`src/sv/position_head_frame_decoder_core_assert.svh`:
```
// ----------------------------------------------------------------------------
// Assertion macros for the position head frame decoder
// Shared same-cycle implication and next-cycle checks on clk / rst_n.
// ----------------------------------------------------------------------------
`ifndef POSITION_HEAD_FRAME_DECODER_CORE_ASSERT_SVH
`define POSITION_HEAD_FRAME_DECODER_CORE_ASSERT_SVH

// Check that cons holds in the same cycle as ante
`define PHFD_ASSERT_IMPL(lbl, ante, cons) \
  lbl: assert property (@(posedge clk) disable iff (!rst_n) (ante) |-> (cons)) \
    else $error("phfd: same-cycle check failed");

// Check that cons holds in the cycle after ante
`define PHFD_ASSERT_NEXT(lbl, ante, cons) \
  lbl: assert property (@(posedge clk) disable iff (!rst_n) (ante) |=> (cons)) \
    else $error("phfd: next-cycle check failed");

`endif

```
`src/sv/phfd_pkg.sv`:
```
// ----------------------------------------------------------------------------
// phfd_pkg
// Constants and types for the position head frame decoder.
// ----------------------------------------------------------------------------
`default_nettype none

package phfd_pkg;

  // Frame buffer
  localparam int FRAME_BYTES = 21;
  localparam int POS_W       = $clog2(FRAME_BYTES + 1);
  localparam int CSUM_BYTES  = 20;

  // Tag grid
  localparam int GRID_COLUMNS = 5;
  localparam int GRID_PITCH   = 10000;
  localparam int PITCH_W      = 14;
  localparam int RECIP_SHIFT  = 34;
  localparam int RECIP_W      = 35;
  localparam logic [RECIP_W-1:0] RECIP =
    RECIP_W'(((64'd1 << RECIP_SHIFT) + 64'(GRID_COLUMNS) - 64'd1) / 64'(GRID_COLUMNS));
  localparam int REM_W = (GRID_COLUMNS > 1) ? $clog2(GRID_COLUMNS) : 1;

  // Field widths
  localparam int TAG_W  = 28;
  localparam int WC_W   = 14;
  localparam int DEV_W  = 24;
  localparam int ANG_W  = 15;
  localparam int XW_W   = 25;
  localparam int YW_W   = 41;
  localparam int DATA_W = 192;
  localparam int USER_W = 3;

  // Angle constants in tenths of a degree
  localparam logic [15:0] ANGLE_RIGHT = 16'd900;
  localparam logic [15:0] ANGLE_FULL  = 16'd3600;

  // Configuration port
  localparam int CFG_ADDR_W = 3;
  localparam logic CFG_IDX_KIND = 1'b0;

  // Expected reply kinds
  localparam logic [2:0] KIND_DATA  = 3'd0;
  localparam logic [2:0] KIND_BLUE  = 3'd1;
  localparam logic [2:0] KIND_GREEN = 3'd2;
  localparam logic [2:0] KIND_RED   = 3'd3;
  localparam logic [2:0] KIND_BEST  = 3'd4;
  localparam logic [2:0] KIND_LEFT  = 3'd5;
  localparam logic [2:0] KIND_RIGHT = 3'd6;
  localparam logic [2:0] KIND_RESET = KIND_BEST;

  // Acknowledge codes
  localparam logic [7:0] ACK_BLUE  = 8'h01;
  localparam logic [7:0] ACK_GREEN = 8'h02;
  localparam logic [7:0] ACK_RED   = 8'h04;
  localparam logic [7:0] ACK_BEST  = 8'h03;
  localparam logic [7:0] ACK_LEFT  = 8'h02;
  localparam logic [7:0] ACK_RIGHT = 8'h01;

  // Target classes
  localparam logic [1:0] CLS_NONE  = 2'd0;
  localparam logic [1:0] CLS_CODE  = 2'd1;
  localparam logic [1:0] CLS_COLOR = 2'd2;
  localparam logic [1:0] CLS_TAG   = 2'd3;

  // One decoded frame as it moves down the pipeline
  typedef struct packed {
    logic              ok;
    logic              pos;
    logic [1:0]        cls;
    logic              wflag;
    logic [WC_W-1:0]   wcode;
    logic [TAG_W-1:0]  tag;
    logic [DEV_W-1:0]  xdev;
    logic [DEV_W-1:0]  ydev;
    logic [ANG_W-1:0]  adev;
  } item_t;

endpackage

`default_nettype wire

```
`src/sv/position_head_frame_decoder_core.sv`:
```
// ----------------------------------------------------------------------------
// position_head_frame_decoder_core
// Pipeline: a result reaches out_tvalid through the decode, reciprocal divide by the
//   grid width, grid multiply and world pose registers after its frame-end byte transfers.
// Throughput: one byte per cycle while out_tready does not stall; a frame may end on every byte.
// Reset (rst_n, synchronous): frame buffer, pose state and pipeline valid bits cleared,
//   reply_kind set to best track.
// ----------------------------------------------------------------------------
`default_nettype none

`include "position_head_frame_decoder_core_assert.svh"

module position_head_frame_decoder_core import phfd_pkg::*; (
  input  wire logic                  clk,
  input  wire logic                  rst_n,
  // input bytes: tdata = rx_byte[7:0]; tlast = frame_end
  input  wire logic                  in_tvalid,
  output logic                       in_tready,
  input  wire logic [7:0]            in_tdata,
  input  wire logic                  in_tlast,
  // results: tdata = warn_bit[0], warn_code[14:1], tag_or_code[42:15],
  //   x_dev[66:43], y_dev[90:67], angle_dev[105:91], x_coord[130:106],
  //   y_coord[171:131], angle_coord[186:172], zero fill[191:187]
  // tuser = reply_ok[0], target_kind[2:1]
  output logic                       out_tvalid,
  input  wire logic                  out_tready,
  output logic [DATA_W-1:0]          out_tdata,
  output logic [USER_W-1:0]          out_tuser,
  // configuration
  input  wire logic                  cfg_psel,
  input  wire logic                  cfg_penable,
  input  wire logic                  cfg_pwrite,
  input  wire logic [CFG_ADDR_W-1:0] cfg_paddr,
  input  wire logic [31:0]           cfg_pwdata,
  output logic [31:0]                cfg_prdata,
  output logic                       cfg_pready
);

  // State
  logic [7:0]       bytes_r [FRAME_BYTES];
  logic [POS_W-1:0] pos_r;
  logic [2:0]       kind_r;
  logic [1:0]       cls_r;
  logic [DEV_W-1:0] xdev_r, ydev_r;
  logic [ANG_W-1:0] adev_r;
  logic [XW_W-1:0]  xw_r;
  logic [YW_W-1:0]  yw_r;
  logic [ANG_W-1:0] aw_r;

  // Pipeline
  logic             v1_r, v2_r, v3_r, out_valid_r;
  item_t            s1_r, s2_r, s3_r, out_r;
  logic [TAG_W-1:0] q2_r;
  logic [REM_W-1:0] r3_r;
  logic [YW_W-1:0]  yprod3_r;
  logic [XW_W-1:0]  out_xw_r;
  logic [YW_W-1:0]  out_yw_r;
  logic [ANG_W-1:0] out_aw_r;

  logic en1, en2, en3, en_out;
  logic in_xfer, fe_xfer, cfg_wr;

  // Decode view
  logic [7:0]       view [FRAME_BYTES];
  logic [7:0]       csum;
  logic             csum_ok, ok_pos, ok_any;
  logic [1:0]       cls_new;
  logic [23:0]      xr;
  logic [13:0]      yr, ar;
  logic [TAG_W-1:0] raw_tag, tag_new;
  logic [DEV_W-1:0] xdev_new, ydev_new;
  logic [15:0]      a16, awrap;
  item_t            item_nxt;

  // Stage arithmetic
  logic [TAG_W+RECIP_W-1:0] qprod;
  logic [TAG_W-1:0]         rem_full;
  logic [XW_W-1:0]          xw_nxt;
  logic [YW_W-1:0]          yw_nxt;
  logic [ANG_W-1:0]         aw_nxt;

  // Handshake and stall chain
  assign en_out    = !out_valid_r || out_tready;
  assign en3       = !v3_r || en_out;
  assign en2       = !v2_r || en3;
  assign en1       = !v1_r || en2;
  assign in_tready = en1;
  assign in_xfer   = in_tvalid && in_tready;
  assign fe_xfer   = in_xfer && in_tlast;

  // Configuration port
  assign cfg_pready = 1'b1;
  assign cfg_wr     = cfg_psel && cfg_penable && cfg_pwrite && cfg_pready;
  assign cfg_prdata = (cfg_paddr[2] == CFG_IDX_KIND) ? {29'd0, kind_r} : 32'd0;

  always_ff @(posedge clk) begin
    if (!rst_n) begin
      kind_r <= KIND_RESET;
    end else if (cfg_wr && (cfg_paddr[2] == CFG_IDX_KIND)) begin
      kind_r <= cfg_pwdata[2:0];
    end
  end

  // Merge the incoming byte into the stored frame
  always_comb begin
    for (int i = 0; i < FRAME_BYTES; i++) begin
      view[i] = (pos_r == POS_W'(i)) ? in_tdata : bytes_r[i];
    end
  end

  // Checksum over the data bytes
  always_comb begin
    csum = 8'd0;
    for (int i = 0; i < CSUM_BYTES; i++) begin
      csum = csum ^ view[i];
    end
  end
  assign csum_ok = (csum == view[CSUM_BYTES]);

  // Reply check by expected kind
  always_comb begin
    ok_pos = 1'b0;
    ok_any = 1'b0;
    unique case (kind_r)
      KIND_DATA: begin
        ok_pos = csum_ok;
        ok_any = csum_ok;
      end
      KIND_BLUE:  ok_any = (view[0] == view[1]) && (view[0] == ACK_BLUE);
      KIND_GREEN: ok_any = (view[0] == view[1]) && (view[0] == ACK_GREEN);
      KIND_RED:   ok_any = (view[0] == view[1]) && (view[0] == ACK_RED);
      KIND_BEST:  ok_any = (view[2] == (view[0] ^ view[1])) && (view[1] == ACK_BEST);
      KIND_LEFT:  ok_any = (view[2] == (view[0] ^ view[1])) && (view[1] == ACK_LEFT);
      KIND_RIGHT: ok_any = (view[2] == (view[0] ^ view[1])) && (view[1] == ACK_RIGHT);
      default:    ok_any = 1'b0;
    endcase
  end

  // Target class
  always_comb begin
    if (view[1][6]) begin
      cls_new = CLS_TAG;
    end else begin
      unique case ({view[1][2], view[0][1]})
        2'b01:   cls_new = CLS_COLOR;
        2'b11:   cls_new = CLS_NONE;
        default: cls_new = CLS_CODE;
      endcase
    end
  end

  // Packed 7-bit fields
  assign xr      = {view[2][2:0], view[3][6:0], view[4][6:0], view[5][6:0]};
  assign yr      = {view[6][6:0], view[7][6:0]};
  assign ar      = {view[10][6:0], view[11][6:0]};
  assign raw_tag = {view[14][6:0], view[15][6:0], view[16][6:0], view[17][6:0]};
  assign tag_new = view[0][3] ? {14'd0, raw_tag[TAG_W-1:14]} : raw_tag;

  // Deviations by class, then wrap a negative angle once
  always_comb begin
    xdev_new = xdev_r;
    ydev_new = ydev_r;
    a16      = {adev_r[ANG_W-1], adev_r};
    if (ok_pos) begin
      unique case (cls_new)
        CLS_COLOR: begin
          xdev_new = {{10{yr[13]}}, yr};
          ydev_new = '0;
          a16      = ANGLE_RIGHT - {{2{ar[13]}}, ar};
        end
        CLS_CODE: begin
          xdev_new = 24'd0 - {{10{yr[13]}}, yr};
          ydev_new = xr;
          a16      = ANGLE_RIGHT - {{2{ar[13]}}, ar};
        end
        CLS_TAG: begin
          xdev_new = xr;
          ydev_new = {{10{yr[13]}}, yr};
          a16      = 16'd0 - {{2{ar[13]}}, ar};
        end
        default: begin
          xdev_new = xdev_r;
        end
      endcase
    end
    awrap = a16[15] ? (a16 + ANGLE_FULL) : a16;
  end

  // Assemble the result for the pipeline
  always_comb begin
    item_nxt.ok    = ok_any;
    item_nxt.pos   = ok_pos;
    item_nxt.cls   = ok_pos ? cls_new : cls_r;
    item_nxt.wflag = ok_pos ? view[0][2] : 1'b0;
    item_nxt.wcode = ok_pos ? {view[18][6:0], view[19][6:0]} : '0;
    item_nxt.tag   = ok_pos ? tag_new : '0;
    item_nxt.xdev  = xdev_new;
    item_nxt.ydev  = ydev_new;
    item_nxt.adev  = ok_pos ? awrap[ANG_W-1:0] : adev_r;
  end

  // Frame buffer and byte position
  always_ff @(posedge clk) begin
    if (!rst_n) begin
      pos_r <= '0;
      for (int i = 0; i < FRAME_BYTES; i++) begin
        bytes_r[i] <= 8'd0;
      end
    end else if (in_xfer) begin
      for (int i = 0; i < FRAME_BYTES; i++) begin
        bytes_r[i] <= view[i];
      end
      if (in_tlast) begin
        pos_r <= '0;
      end else if (pos_r < POS_W'(FRAME_BYTES)) begin
        pos_r <= pos_r + POS_W'(1);
      end
    end
  end

  // Pose deviation state, updated when a frame closes with a good data reply
  always_ff @(posedge clk) begin
    if (!rst_n) begin
      cls_r  <= CLS_NONE;
      xdev_r <= '0;
      ydev_r <= '0;
      adev_r <= '0;
    end else if (fe_xfer && ok_pos) begin
      cls_r  <= item_nxt.cls;
      xdev_r <= item_nxt.xdev;
      ydev_r <= item_nxt.ydev;
      adev_r <= item_nxt.adev;
    end
  end

  // Pipeline valid bits
  always_ff @(posedge clk) begin
    if (!rst_n) begin
      v1_r        <= 1'b0;
      v2_r        <= 1'b0;
      v3_r        <= 1'b0;
      out_valid_r <= 1'b0;
    end else begin
      if (en1)    v1_r        <= fe_xfer;
      if (en2)    v2_r        <= v1_r;
      if (en3)    v3_r        <= v2_r;
      if (en_out) out_valid_r <= v3_r;
    end
  end

  // Divide the tag number by the grid width through its reciprocal
  assign qprod    = {{RECIP_W{1'b0}}, s1_r.tag} * {{TAG_W{1'b0}}, RECIP};
  assign rem_full = s2_r.tag - TAG_W'(q2_r * TAG_W'(GRID_COLUMNS));

  // Pipeline payload
  always_ff @(posedge clk) begin
    if (en1) begin
      s1_r <= item_nxt;
    end
    if (en2) begin
      s2_r <= s1_r;
      q2_r <= qprod[RECIP_SHIFT +: TAG_W];
    end
    if (en3) begin
      s3_r     <= s2_r;
      r3_r     <= rem_full[REM_W-1:0];
      yprod3_r <= {{(YW_W-TAG_W){1'b0}}, q2_r} * YW_W'(GRID_PITCH);
    end
    if (en_out) begin
      out_r    <= s3_r;
      out_xw_r <= xw_nxt;
      out_yw_r <= yw_nxt;
      out_aw_r <= aw_nxt;
    end
  end

  // World pose: tag adds the grid cell, code tape copies, others hold
  always_comb begin
    xw_nxt = xw_r;
    yw_nxt = yw_r;
    aw_nxt = aw_r;
    if (v3_r && s3_r.pos) begin
      priority if (s3_r.cls == CLS_TAG) begin
        xw_nxt = ({{(XW_W-REM_W){1'b0}}, r3_r} * XW_W'(GRID_PITCH))
                 + {s3_r.xdev[DEV_W-1], s3_r.xdev};
        yw_nxt = yprod3_r + {{(YW_W-DEV_W){s3_r.ydev[DEV_W-1]}}, s3_r.ydev};
        aw_nxt = s3_r.adev;
      end else if (s3_r.cls == CLS_CODE) begin
        xw_nxt = {s3_r.xdev[DEV_W-1], s3_r.xdev};
        yw_nxt = {{(YW_W-DEV_W){s3_r.ydev[DEV_W-1]}}, s3_r.ydev};
        aw_nxt = s3_r.adev;
      end else begin
        aw_nxt = aw_r;
      end
    end
  end

  always_ff @(posedge clk) begin
    if (!rst_n) begin
      xw_r <= '0;
      yw_r <= '0;
      aw_r <= '0;
    end else if (en_out && v3_r) begin
      xw_r <= xw_nxt;
      yw_r <= yw_nxt;
      aw_r <= aw_nxt;
    end
  end

  // Result channel
  assign out_tvalid = out_valid_r;
  assign out_tuser  = {out_r.cls, out_r.ok};
  assign out_tdata  = {5'd0, out_aw_r, out_yw_r, out_xw_r, out_r.adev, out_r.ydev,
                       out_r.xdev, out_r.tag, out_r.wcode, out_r.wflag};

  // Checks
  `PHFD_ASSERT_IMPL(a_pos_bound, 1'b1, pos_r <= POS_W'(FRAME_BYTES))
  `PHFD_ASSERT_NEXT(a_pos_clear, in_tvalid && in_tready && in_tlast, pos_r == '0)
  `PHFD_ASSERT_IMPL(a_stall_full, !in_tready, v1_r && v2_r && v3_r && out_valid_r)
  `PHFD_ASSERT_IMPL(a_fail_clear, out_valid_r && !out_r.pos,
                    !out_r.wflag && (out_r.wcode == '0) && (out_r.tag == '0))

endmodule

`default_nettype wire

```
`config.mk`:
```
export PLATFORM = sky130hd
export DESIGN_NAME = position_head_frame_decoder_core
export DESIGN_NICKNAME = d
export VERILOG_FILES = /design/src/sv/phfd_pkg.sv /design/src/sv/position_head_frame_decoder_core.sv
export VERILOG_INCLUDE_DIRS = /design/src /design/src/sv
export SDC_FILE = /design/constraint.sdc
export NUM_CORES = 2
export LEC_CHECK = 0
export BUFFER_PORTS_ARGS = -buffer_cell sky130_fd_sc_hd__buf_2
export CELL_PAD_IN_SITES_DETAIL_PLACEMENT = 2
export CELL_PAD_IN_SITES_GLOBAL_PLACEMENT = 2
export CORE_ASPECT_RATIO = 0.6
export CORE_MARGIN = 3
export CORE_UTILIZATION = 30
export DETAILED_ROUTE_END_ITERATION = 16
export PLACE_DENSITY = 0.68
export SLEW_MARGIN = 10
export SYNTH_ARGS = -nofsm -noshare
export SYNTH_HDL_FRONTEND = slang
export SYNTH_SLANG_ARGS = --single-unit
```
`constraint.sdc`:
```
create_clock -name clk -period 18.44 [get_ports clk]
set_input_delay 0.922 -clock clk [delete_from_list [all_inputs] [get_ports clk]]
set_output_delay 0.922 -clock clk [all_outputs]
set_load 0.005 [all_outputs]
```
==> run metrics <==
initial core utilization 30.4%; Compound-Gate Fraction of Synth Area between 10% and 20%; Root Driver clkbuf_16; CP startpoint kind register; # Max-Cap Violations 0; global-route wire length before repair between 200 and 300 mm; FP Rows 120; I/O Pins 281; pwr dens 77.2 nW/um^2; Vias/cell 5.07; Syn Inst Count 4,884; Comb power frac 8.4%; Hold Path Cell Cnt 0; Least-Margin Pin Slew approximately 1.3 ns; final instance area 61,500 um^2; htree depth 3; YS warnings 0; internal power approximately 3.6 mW; Die X 557 um; Worst EP arrival 10.08 ns; Seq cells post-synth 911; Final Hold Vio Count 0; post-synth cell types 107; switching power share of the total 25.0%; layout cells sized above 1 10.3%; dpl cell area 58,200 um^2; final net count just under 6,000; status finished, final reports clean; setup repair bufs after CTS 0; number of enable flip-flop cells after synthesis ~750; Vias 38,100; post-synthesis mux area share 2.22%; worst reg2reg path depth 21; synthesized area 54,600 um^2; Pwr Total 4.75 mW; final worst path period share 52.4%; PostCTS Resize Cnt 0; XOR/XNOR Fraction of Synth Area just under 5%; Clk pwr share 44.0%; Final setup viols 0; Max transition margin 14.5%; HP Start s2_r[34]$_DFFE_PP_; TritonCTS Buffers 93; Clock Pin Slew Worst Setup and Hold Paths 0.06 ns; simple-gate share of the synthesized area 9.85%; Post-Route WL 179 mm; M3 GR Usage 3.63%; initial antenna violation count 12; Avg Inst Size Synth 11.2 um^2; power share of the sequential group a little under half; cts hold-fix bufs 0; Async SR Flop Fraction 0%; GRT overflow 0; Routed WL per cell 23.8 um; GRT Total Usage 18.9%; Min-Delay Path Class reg2reg; Syn-to-layout area delta 12.7%; Worst Path Required 18.85 ns; clk_skew 0.0657 ns; largest net degree at the start of global routing 87; Post-Place Cells about 7,300; worst setup margin around 8.8 ns; max-slew violation count 0; Non-Filler Instances 7,502; routability cong. ~0.84; dpl ws 9.04 ns; FF-to-FF Start s1_r[67]$_SDFFCE_PP0N_; largest family of logic cells by synthesized area adder cells; Detailed Route Iter0 Violations between 2,000 and 3,000; Total Neg Setup Slack 0 ns; switching pwr 1.19 mW; vias in the first global route 41,500; Worst R2R End q2_r[20]$_DFFE_PP_; routing usage on met2 29.2%; Crit Path Max Fanout 6; core footprint 180,000 um^2; Adder-Cell Fraction of Synth Area 19.6%; DRC Markers 0; flop2flop setup slack 8.77 ns; post-layout minimum cycle time 9.67 ns; Leakage 27.9 nW; CP Class reg2reg; worst hold endpoint s3_r[34]$_DFFE_PP_; clock buffer depth 3; ys flop type edfxtp_1; Crit. End Element register; worst skew pair latency 0.71 ns; Max Clk Rate 103 MHz; RSZ-0062 raised after global routing no; input/output buffers 214; post-synthesis sequential area ratio 47.2%; CTS tree built; Fill cells 19,000; VDD IR max 0.0659 mV; DP HPWL 132 mm; drt first pass iters 5; GR Layer Usage met1 27.5%; DRT antenna net count 0; die height 337 um; layer with the highest usage met2; clock sinks 911; die area 187,000 um^2
## cell families (layout without fill, tap and decap cells)
kind of cell,count (synthesis),in the layout
AND/OR/NAND/NOR,1194,1194
multiplexers,114,114
flip-flops,911,911
XOR/XNOR,299,299
other,2,38
adder cells (fa/ha/maj),686,686
buffers and inverters,762,965
AO/OA/AOI/OAI,916,916
## synth_stat cells (all sizes together), types with 7 or more instances
| master | instances | share of area (%) |
|---|---|---|
| xor2 | 83 | 1.3 |
| o21ai | 164 | 1.5 |
| o221ai | 18 | 0.29 |
| mux2i | 108 | 2.1 |
| a21oi | 344 | 3.2 |
| and2 | 9 | 0.10 |
| or3 | 9 | 0.10 |
| ha | 405 | 9.3 |
| a21boi | 8 | 0.11 |
| fa | 281 | 10 |
| o22ai | 39 | 0.45 |
| xnor2 | 213 | 3.4 |
| a211oi | 40 | 0.56 |
| nor2 | 375 | 2.6 |
| dfxtp | 158 | 5.8 |
| a21o | 70 | 0.96 |
| inv | 500 | 3.4 |
| nor3 | 48 | 0.45 |
| and3 | 28 | 0.32 |
| nand4 | 17 | 0.19 |
| nand3 | 35 | 0.33 |
| nor4 | 10 | 0.17 |
| a32oi | 7 | 0.11 |
| a22oi | 26 | 0.36 |
| nand2b | 16 | 0.18 |
| o21a | 34 | 0.47 |
| a221o | 7 | 0.13 |
| a221oi | 45 | 0.72 |
| o31ai | 7 | 0.096 |
| o21bai | 12 | 0.16 |
| nand2 | 550 | 3.8 |
| clkbuf | 150 | 1.0 |
| buf | 108 | 1.2 |
| or2 | 13 | 0.15 |
| nor2b | 38 | 0.44 |
| o211ai | 14 | 0.19 |
| edfxtp | 753 | 41 |
| nor4bb | 9 | 0.22 |
| a31oi | 23 | 0.26 |
## per-stage QoR
step,util (%),hold WS [ns]
floorplan,-,0.400
global placement,32.4,0.402
detailed placement,32.4,0.405
CTS,34.2,0.388
global route,34.2,0.391
finish,34.2,0.383
## state kept, by name, indices dropped and copies added (netlist names), 26 cells and up
signal / cells
bytes_r: 168
s1_r: 110
s2_r: 110
s3_r: 110
out_tdata: 106
out_yw_r: 41
yw_r: 41
yprod3_r: 36
q2_r: 26
## power groups by stage
stage | Combinational [mW] | Clock (mW) | Sequential (mW)
floorplan | 0.273 | 0 | 2.30
detailed placement | 0.393 | 0 | 2.31
finish | 0.400 | 2.09 | 2.26
global placement | 0.380 | 0 | 2.30
CTS | 0.397 | 2.15 | 2.26
global route | 0.432 | 2.23 | 2.27
## final cells by class
| cell class | count | area [um^2] | share of cell area [%] |
|---|---|---|---|
| diodes | 3 | 7.51 | 0.0122 |
| clock inverters | 54 | 692 | 1.12 |
| multi-input cells | 3244 | 26000 | 42.2 |
| clock buffers | 122 | 2630 | 4.28 |
| inverters | 504 | 1900 | 3.09 |
| repair buffers | 285 | 1600 | 2.61 |
| well taps | 2379 | 2980 | 4.84 |
| flip-flops and latches | 911 | 25800 | 41.9 |
## layer usage
layer	routed length [um]	vias to the layer above	part of all wire (%)
met1	85200	19900	48
met5	11	-	0.0062
met3	10700	177	6.0
li1	-	17200	-
met2	79600	747	45
met4	3080	2	1.7
## cells in the final DEF (no fill, tap or decap), types with 212 or more instances in the layout
cell        n
edfxtp_1  753
nand2_1   545
inv_1     498
ha_1      405
nor2_1    369
a21oi_1   341
fa_1      281
buf_2     214
xnor2_1   212
## worst max-delay path by stage
stage | start | end | slack (ns) | depth (start not counted)
after floorplan | out_tready | bytes_r[0][0]$_SDFFCE_PN0P_ | 8.97 | 4
after global routing | s1_r[67]$_SDFFCE_PP0N_ | q2_r[20]$_DFFE_PP_ | 8.59 | 21
after detailed placement | s1_r[67]$_SDFFCE_PP0N_ | q2_r[20]$_DFFE_PP_ | 9.04 | 21
final | s1_r[67]$_SDFFCE_PP0N_ | q2_r[20]$_DFFE_PP_ | 8.77 | 21
after global placement | s1_r[67]$_SDFFCE_PP0N_ | q2_r[20]$_DFFE_PP_ | 9.27 | 21
after CTS | s1_r[67]$_SDFFCE_PP0N_ | q2_r[20]$_DFFE_PP_ | 8.93 | 21
## critical path, stage by stage (launching register included)
cell      delay (ns)
edfxtp_1        0.57
ha_1            0.45
fa_1            0.65
fa_1            0.48
inv_1           0.24
fa_1            0.46
inv_1           0.21
fa_1            0.59
fa_1            0.60
fa_1            0.52
ha_1            0.33
and3_1          0.18
nand3_1         0.29
o31a_1          0.43
o21ai_0         0.63
nor4_1          0.14
o41ai_1         1.11
a41oi_1         0.29
o21ba_2         0.30
nor4_1          0.58
nor3_1          0.13
xnor2_1         0.15
Power figures use the tool's default switching activity.
